<file path="config.mk">
export PLATFORM = sky130hd
export DESIGN_NAME = linear_probe_hash_table_flat
export DESIGN_NICKNAME = d
export VERILOG_FILES = /design/src/lpht_pkg.sv /design/src/lpht_req_if.sv /design/src/lpht_rsp_if.sv /design/src/lpht_ram.sv /design/src/linear_probe_hash_table.sv /design/src/flat_wrapper.sv
export SDC_FILE = /design/constraint.sdc
export NUM_CORES = 1
export LEC_CHECK = 0
export CAP_MARGIN = 25
export CORE_MARGIN = 2
export CORE_UTILIZATION = 45
export DETAILED_ROUTE_END_ITERATION = 10
export DONT_BUFFER_PORTS = 1
export HOLD_SLACK_MARGIN = 0.03
export PLACE_DENSITY_LB_ADDON = 0.12
export REMOVE_ABC_BUFFERS = 1
export SYNTH_ARGS = -nofsm -noshare
export SYNTH_HDL_FRONTEND = slang
export SYNTH_SLANG_ARGS = --single-unit
</file>
<file path="constraint.sdc">
create_clock -name clk -period 10.9 [get_ports clk]
set_input_delay 0.545 -clock clk [delete_from_list [all_inputs] [get_ports clk]]
set_output_delay 0.545 -clock clk [all_outputs]
set_load 0.05 [all_outputs]
</file>
<file path="src/lpht_pkg.sv">
package lpht_pkg;

	localparam int TABLE_SIZE = 32;
	localparam int IDX_W      = $clog2(TABLE_SIZE);

	localparam int OP_W   = 2;
	localparam int KEY_W  = 16;
	localparam int VAL_W  = 32;
	localparam int ST_W   = 2;
	localparam int SLOT_W = 5;

	localparam logic [OP_W-1:0] OP_INSERT = 2'd0;
	localparam logic [OP_W-1:0] OP_SEARCH = 2'd1;
	localparam logic [OP_W-1:0] OP_DELETE = 2'd2;

	localparam logic [ST_W-1:0] ST_OK   = 2'd0;
	localparam logic [ST_W-1:0] ST_MISS = 2'd1;
	localparam logic [ST_W-1:0] ST_FULL = 2'd2;

	typedef logic [OP_W-1:0]   opcode_t;
	typedef logic [KEY_W-1:0]  key_t;
	typedef logic [VAL_W-1:0]  value_t;
	typedef logic [ST_W-1:0]   status_t;
	typedef logic [SLOT_W-1:0] slot_t;
	typedef logic [IDX_W-1:0]  idx_t;

	// one table slot as held in the RAM; emptiness lives in the valid flops
	typedef struct packed {
		logic   tomb;
		key_t   key;
		value_t value;
	} entry_t;

	localparam int ENTRY_W = $bits(entry_t);

endpackage

</file>
<file path="src/lpht_req_if.sv">
interface lpht_req_if;
	import lpht_pkg::*;

	logic    valid;
	logic    ready;
	opcode_t opcode;
	key_t    search_key;
	value_t  entry_value;

	modport source (output valid, output opcode, output search_key, output entry_value,
		input ready);
	modport sink (input valid, input opcode, input search_key, input entry_value,
		output ready);

endinterface

</file>
<file path="src/lpht_rsp_if.sv">
interface lpht_rsp_if;
	import lpht_pkg::*;

	logic    valid;
	logic    ready;
	status_t status;
	value_t  found_value;
	slot_t   slot_index;

	modport source (output valid, output status, output found_value, output slot_index,
		input ready);
	modport sink (input valid, input status, input found_value, input slot_index,
		output ready);

endinterface

</file>
<file path="src/lpht_ram.sv">
module lpht_ram #(
	parameter int WIDTH = 8,
	parameter int DEPTH = 32
) (
	input  logic                     clk,
	input  logic                     we,
	input  logic [$clog2(DEPTH)-1:0] waddr,
	input  logic [WIDTH-1:0]         wdata,
	input  logic                     re,
	input  logic [$clog2(DEPTH)-1:0] raddr,
	output logic [WIDTH-1:0]         rdata
);

	logic [WIDTH-1:0] mem [DEPTH];

	always_ff @(posedge clk) begin
		if (we) begin
			mem[waddr] <= wdata;
		end
		if (re) begin
			rdata <= mem[raddr];
		end
	end

endmodule

</file>
<file path="src/linear_probe_hash_table.sv">
// Flow: a taken word reads its home slot in the lookup state, then probe states check one slot
// each, p = slots probed (1..32), and the result register is loaded unless the output stalls.
// One word at a time: one RAM read per probe sets the pace, and a new word waits for the result.
// The slot RAM has a single read port, so the probe walk is strictly one slot a cycle.
// Reset: arst_n clears the slot valid flags (table empty) and the control state at once;
// no clearing pass, the block takes a word in the first cycle after reset.
module linear_probe_hash_table (
	input  logic       clk,
	input  logic       arst_n,
	lpht_req_if.sink   req,
	lpht_rsp_if.source rsp
);
	import lpht_pkg::*;

	localparam logic [1:0] S_IDLE   = 2'd0;
	localparam logic [1:0] S_LOOKUP = 2'd1;
	localparam logic [1:0] S_PROBE  = 2'd2;

	logic [1:0]            state_q;
	opcode_t               op_q;
	key_t                  key_q;
	value_t                val_q;
	idx_t                  pos_q;
	idx_t                  cnt_q;
	logic [TABLE_SIZE-1:0] valid_q;

	logic    rsp_valid_q;
	status_t status_q;
	value_t  found_q;
	slot_t   slot_q;

	logic   rd_en;
	idx_t   rd_addr;
	entry_t rd_data;
	logic   wr_en;
	entry_t wr_data;

	logic   req_acc;
	logic   out_free;
	idx_t   pos_next;
	logic   slot_empty;
	logic   slot_used;
	logic   key_match;
	logic   op_bad;
	logic   last_probe;
	logic   stop;
	logic   done;
	status_t res_status;
	value_t  res_value;
	slot_t   res_slot;

	lpht_ram #(
		.WIDTH (ENTRY_W),
		.DEPTH (TABLE_SIZE)
	) u_ram (
		.clk   (clk),
		.we    (wr_en),
		.waddr (pos_q),
		.wdata (wr_data),
		.re    (rd_en),
		.raddr (rd_addr),
		.rdata (rd_data)
	);

	assign req.ready = (state_q == S_IDLE);
	assign req_acc   = req.valid && req.ready;
	assign out_free  = !rsp_valid_q || rsp.ready;

	assign pos_next   = (pos_q == idx_t'(TABLE_SIZE - 1)) ? '0 : pos_q + 1'b1;
	assign slot_empty = !valid_q[pos_q];
	assign slot_used  = valid_q[pos_q] && !rd_data.tomb;
	assign key_match  = slot_used && (rd_data.key == key_q);
	assign op_bad     = (op_q != OP_INSERT) && (op_q != OP_SEARCH) && (op_q != OP_DELETE);
	assign last_probe = (cnt_q == idx_t'(TABLE_SIZE - 1));

	// probe outcome for the slot whose data sits on the RAM output
	always_comb begin
		stop       = 1'b0;
		res_status = ST_MISS;
		res_value  = '0;
		res_slot   = '0;
		wr_en      = 1'b0;
		wr_data    = rd_data;
		if (op_bad) begin
			stop = 1'b1;
		end else if (op_q == OP_INSERT) begin
			if (!slot_used) begin
				stop       = 1'b1;
				res_status = ST_OK;
				res_slot   = slot_t'(pos_q);
				wr_en      = 1'b1;
				wr_data    = '{tomb: 1'b0, key: key_q, value: val_q};
			end
		end else if (slot_empty) begin
			stop = 1'b1;
		end else if (key_match) begin
			stop       = 1'b1;
			res_status = ST_OK;
			res_value  = rd_data.value;
			res_slot   = slot_t'(pos_q);
			if (op_q == OP_DELETE) begin
				wr_en        = 1'b1;
				wr_data.tomb = 1'b1;
			end
		end
		if (!stop && last_probe) begin
			res_status = ST_FULL;
		end
		done = (state_q == S_PROBE) && (stop || last_probe);
		// hold the write until the result can be loaded
		wr_en = wr_en && done && out_free;
	end

	always_comb begin
		rd_en   = 1'b0;
		rd_addr = pos_q;
		if (state_q == S_LOOKUP) begin
			rd_en = 1'b1;
		end else if (state_q == S_PROBE && !done) begin
			rd_en   = 1'b1;
			rd_addr = pos_next;
		end
	end

	always_ff @(posedge clk or negedge arst_n) begin
		if (!arst_n) begin
			state_q <= S_IDLE;
			valid_q <= '0;
			cnt_q   <= '0;
		end else begin
			case (state_q)
				S_IDLE: begin
					if (req_acc) begin
						state_q <= S_LOOKUP;
					end
				end
				S_LOOKUP: begin
					cnt_q   <= '0;
					state_q <= S_PROBE;
				end
				S_PROBE: begin
					if (done) begin
						if (out_free) begin
							state_q <= S_IDLE;
						end
					end else begin
						cnt_q <= cnt_q + 1'b1;
					end
				end
				default: begin
					state_q <= S_IDLE;
				end
			endcase
			if (wr_en) begin
				valid_q[pos_q] <= 1'b1;
			end
		end
	end

	always_ff @(posedge clk) begin
		if (req_acc) begin
			op_q  <= req.opcode;
			key_q <= req.search_key;
			val_q <= req.entry_value;
			pos_q <= idx_t'(req.search_key % TABLE_SIZE);
		end else if (state_q == S_PROBE && !done) begin
			pos_q <= pos_next;
		end
	end

	// result register: parts the probe engine from the consumer
	always_ff @(posedge clk or negedge arst_n) begin
		if (!arst_n) begin
			rsp_valid_q <= 1'b0;
		end else if (done && out_free) begin
			rsp_valid_q <= 1'b1;
		end else if (rsp.ready) begin
			rsp_valid_q <= 1'b0;
		end
	end

	always_ff @(posedge clk) begin
		if (done && out_free) begin
			status_q <= res_status;
			found_q  <= res_value;
			slot_q   <= res_slot;
		end
	end

	assign rsp.valid       = rsp_valid_q;
	assign rsp.status      = status_q;
	assign rsp.found_value = found_q;
	assign rsp.slot_index  = slot_q;

endmodule

</file>
<file path="src/flat_wrapper.sv">
// flat-port wrapper written by rule: the top's interface ports become plain ports
module linear_probe_hash_table_flat import lpht_pkg::*;
  (clk, arst_n, req_valid, req_opcode, req_search_key, req_entry_value, req_ready, rsp_valid, rsp_status, rsp_found_value, rsp_slot_index, rsp_ready);
  lpht_req_if req_i ();
  lpht_rsp_if rsp_i ();
  input  logic clk;
  input  logic arst_n;
  input wire logic [$bits(req_i.valid)-1:0] req_valid;
  input wire logic [$bits(req_i.opcode)-1:0] req_opcode;
  input wire logic [$bits(req_i.search_key)-1:0] req_search_key;
  input wire logic [$bits(req_i.entry_value)-1:0] req_entry_value;
  output wire logic [$bits(req_i.ready)-1:0] req_ready;
  output wire logic [$bits(rsp_i.valid)-1:0] rsp_valid;
  output wire logic [$bits(rsp_i.status)-1:0] rsp_status;
  output wire logic [$bits(rsp_i.found_value)-1:0] rsp_found_value;
  output wire logic [$bits(rsp_i.slot_index)-1:0] rsp_slot_index;
  input wire logic [$bits(rsp_i.ready)-1:0] rsp_ready;
  assign req_i.valid = req_valid;
  assign req_i.opcode = req_opcode;
  assign req_i.search_key = req_search_key;
  assign req_i.entry_value = req_entry_value;
  assign req_ready = req_i.ready;
  assign rsp_valid = rsp_i.valid;
  assign rsp_status = rsp_i.status;
  assign rsp_found_value = rsp_i.found_value;
  assign rsp_slot_index = rsp_i.slot_index;
  assign rsp_i.ready = rsp_ready;
  linear_probe_hash_table u_core (.clk(clk), .arst_n(arst_n), .req(req_i), .rsp(rsp_i));
endmodule
</file>
==> results.yml <==
sta:
  drv_slew: 0
  min_period_ps: 6486
  worst_slew_margin_rel_pct: 29.01
  max_freq_mhz: 154.2
  hold_viol_final: 0
  rsz0062_at_grt: "false"
  whs_ps: 151.7
  finalClockSkew_ps: 35.10
  tightest_slew_ps: 1065
  finalCritPeriodShare_pct: 59.50
  setup_tns_ps: 0
  finalSetupViolCount: 0
floorplan:
  ios: 95
  die_x_microns: 391.4
  core_area_sq_mm: 0.1494
  die_y_microns: 391.4
  die_area_sq_mm: 0.1532
  start_util_pct: 45.20
  fp-row-count: 142
critical_path:
  startpoint_type: "register"
  end_kind: "register"
  arrival_ps: 6920
  critPathKind: "register to register"
  crit_required_ps: 11330
  crit_fanout: 40
power_and_ir_drop:
  power.switching_mw: 8.612
  ir_drop_mv: 0.2421
  p_leak_nw: 24.73
  switching_share_pct: 37.58
  p_seq_share_pct: 39.8
  p_int_mw: 14.30
  power_frac_clock_pct: 26.3
  power_frac_comb_pct: 33.9
  power.density_mw_per_mm2: 301.9
clock_tree:
  cts_tree: "built"
  cts_buffers: 182
  clock_sinks: 1751
  post_cts_buffers: 0
  insertion_delay_ps: 820
  postCtsHoldBufs: 52
  htreeDepth: 4
  cts_root_buf: "clkbuf_16"
  clk_pin_slew_worst_paths_ps: 60
  cts_resized: 0
  cts_buffer_depth: 3
run:
  cap_violations: 0
synth:
  yosys-top-cells-count: "1,706 x edfxtp_1, 893 x nand2_1, 695 x a21oi_1"
  yosysUniqueCellTypes: 54
  yosys_warnings: 0
  synth_area_per_cell_sq_um: 14.71
  synth-edff-count: 1706
  synth_seq_area_share_pct: 77.48
  synthArstFlopShare_pct: 2.284
  yosys-top-cells-area: "edfxtp_1 76%, a21oi_1 5.1%, nand2_1 5.0%, a22oi_1 3.3%, o22ai_1 1.8%"
  synth_top_area_cell: "edfxtp_1"
  synthDominantCellAreaShare_pct: 75.85
  synthCells: 4591
  synth.most_common_cell: "edfxtp_1"
  syn_area_sq_mm: 0.06754
  synth-main-ff-cell: "edfxtp_1"
  synth-seq-cells: 1751
route:
  wl_per_cell_microns: 28.40
  wl_mm: 192.1
  route.detailed.drc: 0
  ant_nets: 0
  drt_iter0_markers: 4502
  via_per_inst: 5.970
  vias: 40380
  firstDrtPassIters: 6
placed_design:
  gp_congestion: 0.7899
  place_area_sq_mm: 0.06963
  dp_cells: 6376
  dpl.hpwl_mm: 103.4
  io_buffers: 0
grt:
  grt-ovfl-total: 0
  first_global_vias: 38080
  antenna_found_initial: 17
  grt_pass1_wl_mm: 277.1
  grt_max_degree: 182
  grt_usage_pct: 25.02
final_layout:
  area.sequential_sq_mm: 0.05233
  final_layout_size_suffix_gt1_share_pct: 10.22
  multi_input_area_sq_mm: 0.01397
  final_core_util_pct: 50.80
  final_cells: 6764
  fin_nets: 4660
  final_area_sq_mm: 0.07591
  area_growth_pct: 12.39
  fillers: 12510
hold_path:
  hold_path.class: "input pin to register"
outcome:
  status: "finished, final reports clean"
-- worst max-delay path, stage by stage, from the launching register on --
cell and delay, ps:
edfxtp_1 400, xnor2_1 190, nand4_1 270, nor4_1 900, a21oi_1 400, and3_1 330, nor3b_2 170, buf_4 590
a21boi_0 500, nand2_1 570, nor2_4 960, buf_4 750
-- logic make-up after synthesis --
group                      share of synthesized area (%)
xor gates and xnor gates                          0.2075
DFF                                                77.48
buffers and inverters                              2.312
adders and majority gates                         0.1853
and+or+nand+nor                                    6.878
muxes                                              1.113
AOI/OAI and AO/OA                                  11.82
-- cells in the final DEF (no fill, tap or decap), types with 4 or more instances in the layout --
master and instances:
bufinv_16 12, nor2b_1 4, mux2_2 48, nor4_2 9, and3_1 5, diode_2 4
clkinv_4 4, nor4_1 42, a22oi_1 294, clkinv_1 43, a21oi_1 694, and2_1 33
nor3_2 5, nor2_4 32, xnor2_1 16, a32oi_1 98, or2_2 33, o21ai_0 11
inv_1 8, dfxtp_1 5, buf_12 8, mux2i_1 16, inv_6 4, nor2_1 16
ha_1 10, buf_4 80, nand3b_1 7, dlygate4sd3_1 51, nand4_1 7, edfxtp_1 1706
o22ai_1 199, clkbuf_16 188, clkinv_2 33, clkbuf_1 39, nand2_1 893, dfrtp_1 40
-- routing by layer --
layer	vias to the layer above	GRT usage [%]	wire, microns
met1	20840	37.44	84750
met4	2	6.128	3708
met2	1658	37.95	88270
met5	-	0	13
li1	17660	-	-
met3	222	4.547	15380
-- power groups by stage --
stage	sequential [mW]	combinational [mW]	clock, mW
after floorplan	9.14	5.51	0
after global routing	9.14	8.44	6.39
after global placement	9.25	7.70	0
final	9.12	7.78	6.02
after detailed placement	9.25	7.74	0
after CTS	9.11	7.79	6.12
-- state kept, by name, summed over array words and instances, names as in the netlist --
| signal | count |
|---|---|
| u_core.cnt_q | 5 |
| u_core.u_ram.mem | 1568 |
| u_core.pos_q | 5 |
| u_core.key_q | 16 |
| u_core.val_q | 32 |
| u_core.rsp.valid | 1 |
| u_core.u_ram.rdata | 49 |
| u_core.state_q | 2 |
| u_core.op_q | 2 |
| u_core.rsp.slot_index | 5 |
| u_core.rsp.status | 2 |
| u_core.rsp.found_value | 32 |
| u_core.valid_q | 32 |
-- per-stage QoR --
stage / setup WS, ps / power [mW]
2_1_floorplan: -5207 / 14.65
3_3_place_gp: 4452 / 16.95
3_5_place_dp: 4290 / 16.99
4_1_cts: 4268 / 23.02
5_1_grt: 4154 / 23.96
6_report: 4414 / 22.92
-- final timing paths --
kind                                          from                        to  slack, ps  cells past startpoint
worst max-delay path               u_core.key_q[6]  u_core.u_ram.mem[24][31]       4410                     11
worst min-delay path                     rsp_ready         u_core.state_q[1]        150                      2
worst max register to register     u_core.key_q[6]  u_core.u_ram.mem[24][31]       4410                     11
worst min register to register  u_core.valid_q[21]        u_core.valid_q[21]        470                      1
max in group asynchronous                   arst_n        u_core.valid_q[15]      10320                      2
min in group asynchronous                   arst_n           u_core.cnt_q[2]        350                      2
-- final cells by class --
class / instances / area share [%]
Sequential cell: 1751 / 68.94
Multi-Input combinational cell: 2511 / 18.41
Clock buffer: 227 / 6.391
Tap cell: 2016 / 3.323
Timing Repair Buffer: 140 / 1.711
Clock inverter: 105 / 1.159
Inverter: 10 / 0.05604
Antenna cell: 4 / 0.01319
(Power assumes the default switching activity.)
